File: src/hdl/u16u8_pkg.sv
// ----------------------------------------------------------------------------
// u16u8_pkg
// Shared types and constants of the UTF-16 to UTF-8 encoder: the work item
// handed from the front end to the back end, and the summary status codes.
// ----------------------------------------------------------------------------
package u16u8_pkg;

    localparam int UNIT_W   = 16;
    localparam int LEN_W    = 24;
    localparam int CP_W     = 21;
    localparam int NBYTES_W = 3;

    localparam logic [LEN_W-1:0] LEN_MAX = {LEN_W{1'b1}};

    // upper six bits of a surrogate code unit
    localparam logic [5:0] LEAD_TAG  = 6'b110110;
    localparam logic [5:0] TRAIL_TAG = 6'b110111;

    // utf-8 byte prefixes and masks
    localparam logic [7:0] PFX_CONT  = 8'h80;
    localparam logic [7:0] PFX_TWO   = 8'hc0;
    localparam logic [7:0] PFX_THREE = 8'he0;
    localparam logic [7:0] PFX_FOUR  = 8'hf0;
    localparam logic [5:0] CONT_MASK = 6'h3f;

    localparam logic [CP_W-1:0] ONE_BYTE_MAX = CP_W'(32'h7f);
    localparam logic [CP_W-1:0] TWO_BYTE_MAX = CP_W'(32'h7ff);
    localparam logic [CP_W-1:0] SUPP_BASE    = CP_W'(32'h10000);

    // summary status codes
    typedef enum logic [1:0] {
        ST_OK       = 2'd0,
        ST_INVALID  = 2'd1,
        ST_OVERFLOW = 2'd2
    } status_t;

    // one queued job: the data bytes of an item and an optional summary
    typedef struct packed {
        logic [3:0][7:0]       bytes;
        logic [NBYTES_W-1:0]   nbytes;
        logic                  summary;
        status_t               status;
        logic [LEN_W-1:0]      length;
    } job_t;

endpackage

File: src/hdl/u16u8_front.sv
// ----------------------------------------------------------------------------
// u16u8_front
// Front end: accepts code units, pairs surrogates, keeps the per-string
// length and status, and turns each item with a result into a job for the back end.
// ----------------------------------------------------------------------------
module u16u8_front (
    input  logic                             aclk,
    input  logic                             aresetn,
    input  logic                             cfg_we,
    input  logic [u16u8_pkg::LEN_W-1:0]      cfg_wdata,
    input  logic                             in_valid,
    output logic                             in_ready,
    input  logic [u16u8_pkg::UNIT_W-1:0]     in_unit,
    input  logic                             in_last,
    input  logic                             q_full,
    output logic                             q_push,
    output u16u8_pkg::job_t                  q_job
);

    logic [u16u8_pkg::LEN_W-1:0] capacity_reg;
    logic [9:0]                  held_lead_reg,       held_lead_next;
    logic                        lead_waiting_reg,    lead_waiting_next;
    logic [u16u8_pkg::LEN_W-1:0] needed_reg,          needed_next;
    logic                        stopped_reg,         stopped_next;
    logic                        error_reg,           error_next;

    logic                                accept;
    logic                                is_lead, is_trail, pair, has_cp;
    logic                                err_mid, lead_new, write_ok;
    logic [u16u8_pkg::CP_W-1:0]          cp;
    logic [u16u8_pkg::NBYTES_W-1:0]      nb;
    logic [u16u8_pkg::LEN_W:0]           sum;
    logic [u16u8_pkg::LEN_W-1:0]         needed_new;
    logic                                stopped_new;
    logic                                error_new;

    // utf-8 bytes of a code point, first byte in slot 0
    function automatic logic [3:0][7:0] encode(
        input logic [u16u8_pkg::CP_W-1:0]     c,
        input logic [u16u8_pkg::NBYTES_W-1:0] n
    );
        logic [3:0][7:0] b;
        b = '0;
        case (n)
            3'd1: begin
                b[0] = c[7:0];
            end
            3'd2: begin
                b[0] = u16u8_pkg::PFX_TWO   | {3'b000, c[10:6]};
                b[1] = u16u8_pkg::PFX_CONT  | {2'b00, c[5:0]};
            end
            3'd3: begin
                b[0] = u16u8_pkg::PFX_THREE | {4'b0000, c[15:12]};
                b[1] = u16u8_pkg::PFX_CONT  | {2'b00, c[11:6]};
                b[2] = u16u8_pkg::PFX_CONT  | {2'b00, c[5:0]};
            end
            3'd4: begin
                b[0] = u16u8_pkg::PFX_FOUR  | {5'b00000, c[20:18]};
                b[1] = u16u8_pkg::PFX_CONT  | {2'b00, c[17:12] & u16u8_pkg::CONT_MASK};
                b[2] = u16u8_pkg::PFX_CONT  | {2'b00, c[11:6]};
                b[3] = u16u8_pkg::PFX_CONT  | {2'b00, c[5:0]};
            end
            default: begin
                b = '0;
            end
        endcase
        return b;
    endfunction

    assign in_ready = !q_full;
    assign accept   = in_valid && in_ready;

    // classify the unit and work out the code point and its length
    always_comb begin
        is_lead  = (in_unit[15:10] == u16u8_pkg::LEAD_TAG);
        is_trail = (in_unit[15:10] == u16u8_pkg::TRAIL_TAG);
        pair     = lead_waiting_reg && is_trail;
        err_mid  = error_reg || (lead_waiting_reg && !is_trail);
        has_cp   = pair || (!is_lead && !is_trail);
        lead_new = !pair && is_lead;
        if (pair) begin
            cp = u16u8_pkg::SUPP_BASE + {1'b0, held_lead_reg, in_unit[9:0]};
        end else begin
            cp = {5'b00000, in_unit};
        end
        if (!has_cp) begin
            nb = 3'd0;
        end else if (pair) begin
            nb = 3'd4;
        end else if (cp <= u16u8_pkg::ONE_BYTE_MAX) begin
            nb = 3'd1;
        end else if (cp <= u16u8_pkg::TWO_BYTE_MAX) begin
            nb = 3'd2;
        end else begin
            nb = 3'd3;
        end
    end

    // running length, fit test against the capacity, new status flags
    always_comb begin
        sum         = {1'b0, needed_reg} + {{(u16u8_pkg::LEN_W-2){1'b0}}, nb};
        stopped_new = stopped_reg || (has_cp && (sum > {1'b0, capacity_reg}));
        if (!has_cp) begin
            needed_new = needed_reg;
        end else if (sum[u16u8_pkg::LEN_W]) begin
            needed_new = u16u8_pkg::LEN_MAX;
        end else begin
            needed_new = sum[u16u8_pkg::LEN_W-1:0];
        end
        write_ok  = has_cp && !stopped_new && !err_mid;
        error_new = err_mid || (is_trail && !lead_waiting_reg) || (in_last && lead_new);
    end

    // job for the back end
    always_comb begin
        q_job.bytes   = encode(cp, nb);
        q_job.nbytes  = write_ok ? nb : 3'd0;
        q_job.summary = in_last;
        if (error_new) begin
            q_job.status = u16u8_pkg::ST_INVALID;
        end else if (stopped_new) begin
            q_job.status = u16u8_pkg::ST_OVERFLOW;
        end else begin
            q_job.status = u16u8_pkg::ST_OK;
        end
        q_job.length = needed_new;
        q_push       = accept && (write_ok || in_last);
    end

    // string state update, cleared after the last unit
    always_comb begin
        held_lead_next    = held_lead_reg;
        lead_waiting_next = lead_waiting_reg;
        needed_next       = needed_reg;
        stopped_next      = stopped_reg;
        error_next        = error_reg;
        if (accept) begin
            if (in_last) begin
                held_lead_next    = '0;
                lead_waiting_next = 1'b0;
                needed_next       = '0;
                stopped_next      = 1'b0;
                error_next        = 1'b0;
            end else begin
                held_lead_next    = lead_new ? in_unit[9:0] : 10'd0;
                lead_waiting_next = lead_new;
                needed_next       = needed_new;
                stopped_next      = stopped_new;
                error_next        = error_new;
            end
        end
    end

    always_ff @(posedge aclk) begin
        if (!aresetn) begin
            capacity_reg     <= '0;
            held_lead_reg    <= '0;
            lead_waiting_reg <= 1'b0;
            needed_reg       <= '0;
            stopped_reg      <= 1'b0;
            error_reg        <= 1'b0;
        end else begin
            if (cfg_we) begin
                capacity_reg <= cfg_wdata;
            end
            held_lead_reg    <= held_lead_next;
            lead_waiting_reg <= lead_waiting_next;
            needed_reg       <= needed_next;
            stopped_reg      <= stopped_next;
            error_reg        <= error_next;
        end
    end

endmodule

File: src/hdl/u16u8_queue.sv
// ----------------------------------------------------------------------------
// u16u8_queue
// Short job queue between front and back end; the head is shown directly.
// ----------------------------------------------------------------------------
module u16u8_queue #(
    parameter int DEPTH = 4
) (
    input  logic              aclk,
    input  logic              aresetn,
    input  logic              push,
    input  u16u8_pkg::job_t   push_job,
    output logic              full,
    input  logic              pop,
    output logic              not_empty,
    output u16u8_pkg::job_t   head_job
);

    localparam int PTR_W = (DEPTH > 1) ? $clog2(DEPTH) : 1;
    localparam int CNT_W = $clog2(DEPTH + 1);
    localparam logic [PTR_W-1:0] PTR_LAST = PTR_W'(DEPTH - 1);
    localparam logic [CNT_W-1:0] CNT_FULL = CNT_W'(DEPTH);

    u16u8_pkg::job_t  slot_reg [DEPTH];
    logic [PTR_W-1:0] wr_ptr_reg, wr_ptr_next;
    logic [PTR_W-1:0] rd_ptr_reg, rd_ptr_next;
    logic [CNT_W-1:0] count_reg,  count_next;
    logic             do_push, do_pop;

    assign full      = (count_reg == CNT_FULL);
    assign not_empty = (count_reg != '0);
    assign head_job  = slot_reg[rd_ptr_reg];
    assign do_push   = push && !full;
    assign do_pop    = pop && not_empty;

    // pointer and fill count
    always_comb begin
        wr_ptr_next = wr_ptr_reg;
        rd_ptr_next = rd_ptr_reg;
        count_next  = count_reg;
        if (do_push) begin
            wr_ptr_next = (wr_ptr_reg == PTR_LAST) ? '0 : wr_ptr_reg + 1'b1;
        end
        if (do_pop) begin
            rd_ptr_next = (rd_ptr_reg == PTR_LAST) ? '0 : rd_ptr_reg + 1'b1;
        end
        if (do_push && !do_pop) begin
            count_next = count_reg + 1'b1;
        end else if (do_pop && !do_push) begin
            count_next = count_reg - 1'b1;
        end
    end

    always_ff @(posedge aclk) begin
        if (!aresetn) begin
            wr_ptr_reg <= '0;
            rd_ptr_reg <= '0;
            count_reg  <= '0;
        end else begin
            wr_ptr_reg <= wr_ptr_next;
            rd_ptr_reg <= rd_ptr_next;
            count_reg  <= count_next;
        end
    end

    // job storage
    always_ff @(posedge aclk) begin
        if (do_push) begin
            slot_reg[wr_ptr_reg] <= push_job;
        end
    end

endmodule

File: src/hdl/u16u8_back.sv
// ----------------------------------------------------------------------------
// u16u8_back
// Back end: walks the head job one result per cycle while the output is not
// stalled, data bytes first and then the summary, into the output register.
// ----------------------------------------------------------------------------
module u16u8_back (
    input  logic                               aclk,
    input  logic                               aresetn,
    input  logic                               job_valid,
    input  u16u8_pkg::job_t                    job,
    output logic                               job_pop,
    output logic                               out_valid,
    input  logic                               out_ready,
    output logic [7:0]                         out_byte,
    output logic                               out_summary,
    output u16u8_pkg::status_t                 out_status,
    output logic [u16u8_pkg::LEN_W-1:0]        out_length,
    output logic                               out_last
);

    logic [u16u8_pkg::NBYTES_W-1:0] idx_reg, idx_next;
    logic                           valid_reg, valid_next;
    logic [7:0]                     byte_reg,  byte_next;
    logic                           summ_reg,  summ_next;
    u16u8_pkg::status_t             status_reg, status_next;
    logic [u16u8_pkg::LEN_W-1:0]    length_reg, length_next;
    logic                           last_reg,  last_next;

    logic out_free, emit, is_data, job_done;

    assign out_free = !valid_reg || out_ready;
    assign emit     = job_valid && out_free;
    assign job_pop  = emit && job_done;

    // pick the next result of the head job
    always_comb begin
        is_data  = (idx_reg < job.nbytes);
        job_done = is_data ? ((idx_reg == job.nbytes - 1'b1) && !job.summary) : 1'b1;
        idx_next = idx_reg;
        if (emit) begin
            idx_next = job_done ? '0 : idx_reg + 1'b1;
        end
    end

    // output register
    always_comb begin
        valid_next  = valid_reg;
        byte_next   = byte_reg;
        summ_next   = summ_reg;
        status_next = status_reg;
        length_next = length_reg;
        last_next   = last_reg;
        if (emit) begin
            valid_next = 1'b1;
            last_next  = job_done;
            if (is_data) begin
                byte_next   = job.bytes[idx_reg[1:0]];
                summ_next   = 1'b0;
                status_next = u16u8_pkg::ST_OK;
                length_next = '0;
            end else begin
                byte_next   = 8'h00;
                summ_next   = 1'b1;
                status_next = job.status;
                length_next = job.length;
            end
        end else if (out_ready) begin
            valid_next = 1'b0;
        end
    end

    always_ff @(posedge aclk) begin
        if (!aresetn) begin
            idx_reg   <= '0;
            valid_reg <= 1'b0;
        end else begin
            idx_reg   <= idx_next;
            valid_reg <= valid_next;
        end
    end

    always_ff @(posedge aclk) begin
        byte_reg   <= byte_next;
        summ_reg   <= summ_next;
        status_reg <= status_next;
        length_reg <= length_next;
        last_reg   <= last_next;
    end

    assign out_valid   = valid_reg;
    assign out_byte    = byte_reg;
    assign out_summary = summ_reg;
    assign out_status  = status_reg;
    assign out_length  = length_reg;
    assign out_last    = last_reg;

endmodule

File: src/hdl/utf16_to_utf8_encoder_unit.sv
// ----------------------------------------------------------------------------
// utf16_to_utf8_encoder_unit
// UTF-16 to UTF-8 encoder with per-string length and status summary.
// ----------------------------------------------------------------------------
// Input stream: one UTF-16 code unit per item on s_tdata, s_tlast marks the
// last unit of a string. Output stream: one result per item; m_tuser high
// marks the end-of-string summary (status and required length), otherwise
// m_tdata carries one UTF-8 byte. m_tlast marks the last result of an input
// item. cfg_we/cfg_wdata load the destination capacity in bytes.
// The first result of an item passes the job queue and the output register.
// The front end takes one unit per cycle while the queue has room; the back
// end sends one result per cycle while the receiver takes them, so an item
// holds the back end while its results go out, and units that give no
// result cost it nothing. The job queue (QUEUE_DEPTH entries) absorbs the
// difference; s_tready drops when it fills. A stalled receiver holds the
// output register and the queue, and the input then stops once the queue is
// full. Reset zeroes capacity, string state, queue and the output valid flag.
// ----------------------------------------------------------------------------
module utf16_to_utf8_encoder_unit #(
    parameter int QUEUE_DEPTH = 4
) (
    input  logic        aclk,
    input  logic        aresetn,
    input  logic        cfg_we,
    input  logic [23:0] cfg_wdata,
    input  logic        s_tvalid,
    output logic        s_tready,
    input  logic [15:0] s_tdata,    // [15:0] code_unit
    input  logic        s_tlast,    // is_last
    output logic        m_tvalid,
    input  logic        m_tready,
    output logic [39:0] m_tdata,    // [7:0] out_byte, [9:8] status, [33:10] required_length
    output logic [0:0]  m_tuser,    // [0] is_summary
    output logic        m_tlast     // end_of_run
);

    logic                        q_full, q_push, q_pop, q_not_empty;
    u16u8_pkg::job_t             push_job, head_job;
    logic [7:0]                  out_byte;
    logic                        out_summary;
    u16u8_pkg::status_t          out_status;
    logic [u16u8_pkg::LEN_W-1:0] out_length;

    // classification and string state
    u16u8_front u_front (
        .aclk      (aclk),
        .aresetn   (aresetn),
        .cfg_we    (cfg_we),
        .cfg_wdata (cfg_wdata),
        .in_valid  (s_tvalid),
        .in_ready  (s_tready),
        .in_unit   (s_tdata),
        .in_last   (s_tlast),
        .q_full    (q_full),
        .q_push    (q_push),
        .q_job     (push_job)
    );

    // job queue
    u16u8_queue #(
        .DEPTH (QUEUE_DEPTH)
    ) u_queue (
        .aclk      (aclk),
        .aresetn   (aresetn),
        .push      (q_push),
        .push_job  (push_job),
        .full      (q_full),
        .pop       (q_pop),
        .not_empty (q_not_empty),
        .head_job  (head_job)
    );

    // byte and summary emission
    u16u8_back u_back (
        .aclk        (aclk),
        .aresetn     (aresetn),
        .job_valid   (q_not_empty),
        .job         (head_job),
        .job_pop     (q_pop),
        .out_valid   (m_tvalid),
        .out_ready   (m_tready),
        .out_byte    (out_byte),
        .out_summary (out_summary),
        .out_status  (out_status),
        .out_length  (out_length),
        .out_last    (m_tlast)
    );

    // output packing
    assign m_tdata = {6'b000000, out_length, out_status, out_byte};
    assign m_tuser = out_summary;

endmodule

File: config.mk
export PLATFORM = sky130hd
export DESIGN_NAME = utf16_to_utf8_encoder_unit
export DESIGN_NICKNAME = d
export VERILOG_FILES = /design/src/hdl/u16u8_pkg.sv /design/src/hdl/u16u8_front.sv /design/src/hdl/u16u8_queue.sv /design/src/hdl/u16u8_back.sv /design/src/hdl/utf16_to_utf8_encoder_unit.sv
export SDC_FILE = /design/constraint.sdc
export NUM_CORES = 1
export LEC_CHECK = 0
export ABC_AREA = 1
export BUFFER_PORTS_ARGS = -buffer_cell sky130_fd_sc_hd__buf_2
export CORE_UTILIZATION = 50
export DETAILED_ROUTE_END_ITERATION = 16
export PLACE_DENSITY = 0.67
export SLEW_MARGIN = 25
export SYNTH_ARGS = -nofsm -noshare
export SYNTH_HDL_FRONTEND = slang
export SYNTH_HIERARCHICAL = 1
export SYNTH_SLANG_ARGS = --single-unit
File: constraint.sdc
create_clock -name aclk -period 24.3 [get_ports aclk]
set_input_delay 2.43 -clock aclk [delete_from_list [all_inputs] [get_ports aclk]]
set_output_delay 2.43 -clock aclk [all_outputs]
set_load 0.1 [all_outputs]
Word-level counts from Yosys, hierarchy flattened
Memory sizes are Yosys's and may differ from the RTL's. A register that Yosys moved wholly into a read port is not among the register bits.
Cells that the tools add are included.
{"block": "word_totals", "reg_bits": 108, "ramBits": 248, "inputBits": 46, "out_inout_bits": 44, "elab_cells": 114, "memories": 1}
{"name": "u_queue.slot_reg", "words": 4, "word_bits": 62, "rd": 1, "rd_clocked_by_memory_dff": 1, "write_ports": 1, "line_no": "u16u8_queue.sv:23", "rtl": "u16u8_pkg::job_t slot_reg [DEPTH];"}
{"block": "op_classes", "add_sub_neg": 8, "magnitude_cmp": 5, "n_eq_ne": 10, "mux": 35, "reduce_logical": 39}
{"cell": "2-to-1 mux 24 bit", "n": 3}
{"cell": "one-hot mux 8 bit (4 select lines)", "n": 1}
{"cell": "adder 24 x 3 -> 25 bit", "n": 1}
{"cell": "greater-than comparator 25 x 24 -> 1 bit", "n": 1}
{"cell": "one-hot mux 8 bit (3 select lines)", "n": 1}
{"cell": "adder 17 x 20 -> 21 bit, first input constant", "n": 1}
{"cell": "<= comparator 21 x 11 -> 1 bit, second input constant", "n": 1}
{"cell": "<= comparator 21 x 7 -> 1 bit, second input constant", "n": 1}
{"cell": "2-to-1 mux 21 bit", "n": 1}
{"cell": "2-to-1 mux 10 bit", "n": 2}
{"cell": "logical AND 1 bit", "n": 18}
{"cell": "2-to-1 mux 3 bit", "n": 6}
{"cell": "binary-select mux 8 bit (select 2 bit)", "n": 1}
{"cell": "2-to-1 mux 8 bit", "n": 2}
{"cell": "one-hot mux 8 bit (2 select lines)", "n": 1}
{"cell": "2-to-1 mux 2 bit", "n": 7}
{"cell": "equality test 6 bit, second input constant", "n": 2}
{"cell": "logical NOT 1 bit", "n": 11}
{"cell": "2-to-1 mux 1 bit", "n": 10}
{"cell": "logical OR 1 bit", "n": 7}
{"cell": "adder 3 x 1 -> 3 bit, second input constant", "n": 2}
{"cell": "equality test 3 x 2 -> 1 bit, second input constant", "n": 2}
{"cell": "equality test 3 bit, second input constant", "n": 2}
{"cell": "subtractor 3 x 1 -> 3 bit, second input constant", "n": 2}
{"cell": "other kinds (8)", "n": 11}

Longest topological paths before layout
{"block": "logic_depth", "word_depth": 22, "mapped_depth": 49}

Cells and area by module
Netlist, hierarchy kept.
{"module": "u16u8_queue", "instances": 1, "cells_each": 671, "area_each_um2": 10269.8, "seq_area_each_um2": 7627.3}
{"module": "u16u8_front", "instances": 1, "cells_each": 728, "area_each_um2": 4621.9, "seq_area_each_um2": 1221.2}
{"module": "u16u8_back", "instances": 1, "cells_each": 202, "area_each_um2": 1910.6, "seq_area_each_um2": 1161.1}
{"module": "utf16_to_utf8_encoder_unit", "instances": 1, "cells_each": 7, "area_each_um2": 48.8, "seq_area_each_um2": 0.0}

Worst setup path before layout
OpenSTA, ideal clock, no wires.
{"block": "synth_path", "path_type": "in2reg", "start": "input s_tdata[12]", "end": "memory u_queue/slot_reg[0][0] in the netlist's numbering, enable pin", "t_arrival_ns": 9.032, "path_slack_ns": 14.786, "path_stages": 36, "path_buffers": 1, "path_cell_list": "inv_2 -> nor2_2 -> nand3_4 -> nor3_4 -> buf_6 -> o31ai_1 -> nand3_1 -> nor2_4 -> nand2_1 -> nand2_1 -> inv_1 -> ha_1 -> inv_1 -> fa_1 -> inv_1 -> nand2_1 -> nand2_1 -> nand2_1 -> nor2_4 -> nand2_1 -> nor2_2 -> nand2_1 -> xor2_1 -> inv_1 -> ha_1 -> a21oi_1 -> o21bai_1 -> nor2_1 -> nand2_1 -> inv_1 -> nand3_1 -> nand2_1 -> nand3_1 -> a21oi_1 -> nand2_1 -> nor2_1"}
{"block": "synth_between", "elab_chain_cells": 20, "word_cells_on_any_way": 29}
{"item": "from (decl)", "line_no": "utf16_to_utf8_encoder_unit.sv:28", "rtl": "input logic [15:0] s_tdata,"}
{"item": "equality test 6 bit", "line_no": "u16u8_front.sv:76", "rtl": "is_trail = (in_unit[15:10] == u16u8_pkg::TRAIL_TAG);"}
{"item": "logical AND 1 bit", "line_no": "u16u8_front.sv:77", "rtl": "pair = lead_waiting_reg && is_trail;"}
{"item": "2-to-1 mux 21 bit", "line_no": "u16u8_front.sv:81", "rtl": "if (pair) begin"}
{"item": "<= comparator 21 x 11 -> 1 bit", "line_no": "u16u8_front.sv:92", "rtl": "end else if (cp <= u16u8_pkg::TWO_BYTE_MAX) begin"}
{"item": "2-to-1 mux 1 bit", "line_no": "u16u8_front.sv:92"}
{"item": "2-to-1 mux 2 bit", "line_no": "u16u8_front.sv:90", "rtl": "end else if (cp <= u16u8_pkg::ONE_BYTE_MAX) begin"}
{"item": "2-to-1 mux 3 bit", "line_no": "u16u8_front.sv:88", "rtl": "end else if (pair) begin"}
{"item": "2-to-1 mux 3 bit", "line_no": "u16u8_front.sv:86", "rtl": "if (!has_cp) begin"}
{"item": "(+5 left out)"}
{"item": "logical AND 1 bit", "line_no": "u16u8_front.sv:110", "rtl": "write_ok = has_cp && !stopped_new && !err_mid;"}
{"item": "logical AND 1 bit (*)", "line_no": "u16u8_front.sv:110"}
{"item": "logical OR 1 bit (*)", "line_no": "u16u8_front.sv:127", "rtl": "q_push = accept && (write_ok || in_last);"}
{"item": "logical AND 1 bit (*)", "line_no": "u16u8_front.sv:127"}
{"item": "via q_push", "line_no": "utf16_to_utf8_encoder_unit.sv:37", "rtl": "logic q_full, q_push, q_pop, q_not_empty;"}
{"item": "logical AND 1 bit (*)", "line_no": "u16u8_queue.sv:32", "rtl": "assign do_push = push && !full;"}
{"item": "2-to-1 mux 1 bit (*)", "line_no": "u16u8_queue.sv:67", "rtl": "if (do_push) begin"}
{"item": "2-to-1 mux 1 bit (implied by the code) (*)", "line_no": "u16u8_queue.sv:68", "rtl": "slot_reg[wr_ptr_reg] <= push_job;"}
{"item": "to (decl)", "line_no": "u16u8_queue.sv:23"}
The timed path passes the listed nets; every way through them passes the cells marked *.

Worst setup path after layout
{"block": "layout_path", "start": "input s_tdata[13]", "end": "memory u_queue/slot_reg[0][25] in the netlist's numbering, enable pin"}
Same word-level chain as after synthesis.

==> flow_summary_export.csv <==
group,metric,value,unit
yosys,synthCells,1608,
critical_path,endpoint_kind,"register",
yosys,yosysSeqAreaShare,59.4,%
yosys,synth_seq_cells,358,
critical_path,crit_buf_inv,6,
cts,cts_tree,"built",
pwr,power_leakage,7.21,nW
timing,setup_tns,0,ps
hold_path,hp-class,"reg2reg",
floorplanning,fp-row-count,66,
yosys,syn_avg_cell_area,10.5,um^2
pwr,p_seq_share,38.6,%
global_route,first_global_vias,10587,
yosys,synth_top_cell_by_area,"edfxtp_1",
floorplanning,start_util,51.3,%
cts,cts.clk_slew.worst_paths,60,ps
global_route,grt_start_max_net_pins,125,
floorplanning,die_area,34400,um^2
critical_path,worstPathMaxFanout,62,
yosys,synth_top_cell_area_share,50.6,%
cts,cts_buffer_depth,3,
yosys,syn-cell-area,16900,um^2
pwr,power.density,114,nW/um^2
place,dp_hpwl,23.4,mm
critical_path,cp_common_cell,"nand2_1",
global_route,track_usage,22.2,%
timing,max_freq,0.113,GHz
timing,worst_pin_slew,980,ps
pwr,intPower,1.28,mW
timing,setup_viol,0,
place,portBuffers,83,
cts,postCtsHoldBufs,0,
routing,antenna_left,0,
yosys,yosys_warnings,6,
yosys,synth.most_common_cell,"edfxtp_1",
floorplanning,die_y,186,um
critical_path,start_kind,"primary input",
global_route,grt_remaining_overflow,0,
pwr,power.net_switching,850,uW
global_route,antenna_found_initial,0,
timing,hold_ws,466,ps
critical_path,crit_arrival,8960,ps
timing,period_share,36.3,%
routing,vias,11487,
cells_and_area,nets,1754,
cells_and_area,num-fill-cells,2912,
cells_and_area,largest_reg_flops,248,
routing,firstDrtPassIters,5,
floorplanning,coreArea,32900,um^2
cts,clkLatencyLatePin,530,ps
timing,slew_headroom,34.7,%
pwr,ir_drop,0.0000890,V
yosys,synth_enable_flop_cells,284,
cts,post-cts-setup-buffers,0,
cells_and_area,drive_gt1_share,18.5,%
cts,post_cts_resize_count,0,
floorplanning,ios,90,
cts,cts-root-buf,"clkbuf_16",
cts,htreeDepth,2,
global_route,grt_pass1_wl,58.5,mm
timing,hold_viol,0,
cells_and_area,antenna_cells,0,
timing,period_minus_slack,8820,ps
critical_path,crit_required,24440,ps
cells_and_area,register_area,10000,um^2
routing,first_iter_violations,1031,
floorplanning,die_x,186,um
routing,avgRoutedWirePerCell,17.5,um
outcome,outcome,"finished, final reports clean",
yosys,synth_area_leaders,"edfxtp_1 51%, dfxtp_1 8.8%, o21ai_0 4.8%",
pwr,p_sw_share,39.9,%
cts,cts_buffers,38,
timing,slew_violations,0,
cts,cts.sinks,358,
critical_path,crit_family,"simple AND/OR/NAND/NOR gates",
critical_path,critPathKind,"in2reg",
critical_path,worst_path_max_delay_cell,"buf_4",
yosys,synthTopCellsByCount,"284 x edfxtp_1, 210 x nand2_1, 198 x nor2_1",
yosys,yosysUniqueCellTypes,49,
job,drv_cap,0,
yosys,synthArstFlopShare,0,%
pwr,p_comb_share,35.8,%
timing,skew,19.5,ps
timing,rsz0062_at_grt,"false",
critical_path,critPathMaxStageDelay,750,ps
pwr,clock_power_share,25.6,%
cells_and_area,multiInputGateArea,5670,um^2
routing,drc,0,
routing,wl,37.4,mm
yosys,synthFlopType,"edfxtp_1",
place,place_congestion,0.909,
routing,routed_via_density,5.38,
cells_and_area,area_growth,10.3,%
==> tightest hold or removal path: stages, from the launching register on <==
cell,delay [ps]
dfxtp_1,290
inv_1,70
a21oi_1,60
==> power by group through the flow <==
stage / clock network [mW] / logic (mW) / registers (mW)
after global placement: 0 / 0.753 / 0.834
after floorplan: 0 / 0.403 / 1.06
after global routing: 0.580 / 0.825 / 0.831
after detailed placement: 0 / 0.763 / 0.836
final: 0.544 / 0.762 / 0.822
after CTS: 0.556 / 0.767 / 0.823
==> cells in the final DEF, fill, tap and decap left out, types with 60 or more instances in the layout <==
cell / Yosys / layout
buf_2: 28 / 83
nor2_2: 63 / 64
nand2_1: 210 / 210
edfxtp_1: 284 / 284
o22ai_2: 60 / 60
a21oi_1: 86 / 86
inv_1: 162 / 161
nor2_1: 198 / 193
dfxtp_1: 74 / 72
o21ai_0: 162 / 162
==> stage by stage <==
stage	worst slack, ps	cell area, um^2	std cells	power, mW	utilization (%)
finish	15480	18600	2137	2.13	56.6
global placement	15180	17400	2069	1.59	53.0
CTS	15540	18600	2137	2.15	56.6
detailed placement	15000	17400	2069	1.60	53.0
floorplan	14790	16900	1615	1.46	-
global route	14750	18600	2137	2.24	56.6
==> layer usage <==
layer  vias up  global-route usage (%)  wire [um]
met5         -                       0          0
met3        58                    3.27       2330
met2       371                    33.2      16400
li1       5601                       -          -
met4         0                    5.74        712
met1      5457                    33.6      17900
==> final cells by class <==
| type | count | area share (%) |
|---|---|---|
| Sequential cell | 358 | 53.9 |
| Inverter | 175 | 3.59 |
| Multi-Input combinational cell | 999 | 30.5 |
| Timing Repair Buffer | 95 | 2.72 |
| Clock buffer | 50 | 5.47 |
| Tap cell | 442 | 2.97 |
| Clock inverter | 18 | 0.861 |
==> cell families after synthesis <==
group,count (synthesis),share of synthesized area (%)
AND/OR/NAND/NOR,566,15.0
AO/OA/AOI/OAI,362,14.0
flip-flops,358,59.4
adder cells (fa/ha/maj),41,3.13
other,2,0.0446
buffers and inverters,258,7.28
XOR/XNOR,21,1.09
==> path summary, 6_finish.rpt <==
| check | slack, ps | start | endpoint | cells after the start |
|---|---|---|---|---|
| max | 15480 | s_tdata[13] | u_queue/slot_reg[0][25] | 35 |
| min | 470 | u_front/capacity_reg[23] | u_front/capacity_reg[23] | 2 |
| max reg2reg | 17480 | u_front/lead_waiting_reg | u_queue/slot_reg[0][25] | 33 |
| min reg2reg | 470 | u_front/capacity_reg[23] | u_front/capacity_reg[23] | 2 |
No activity file was read; power rests on OpenSTA's default activity.
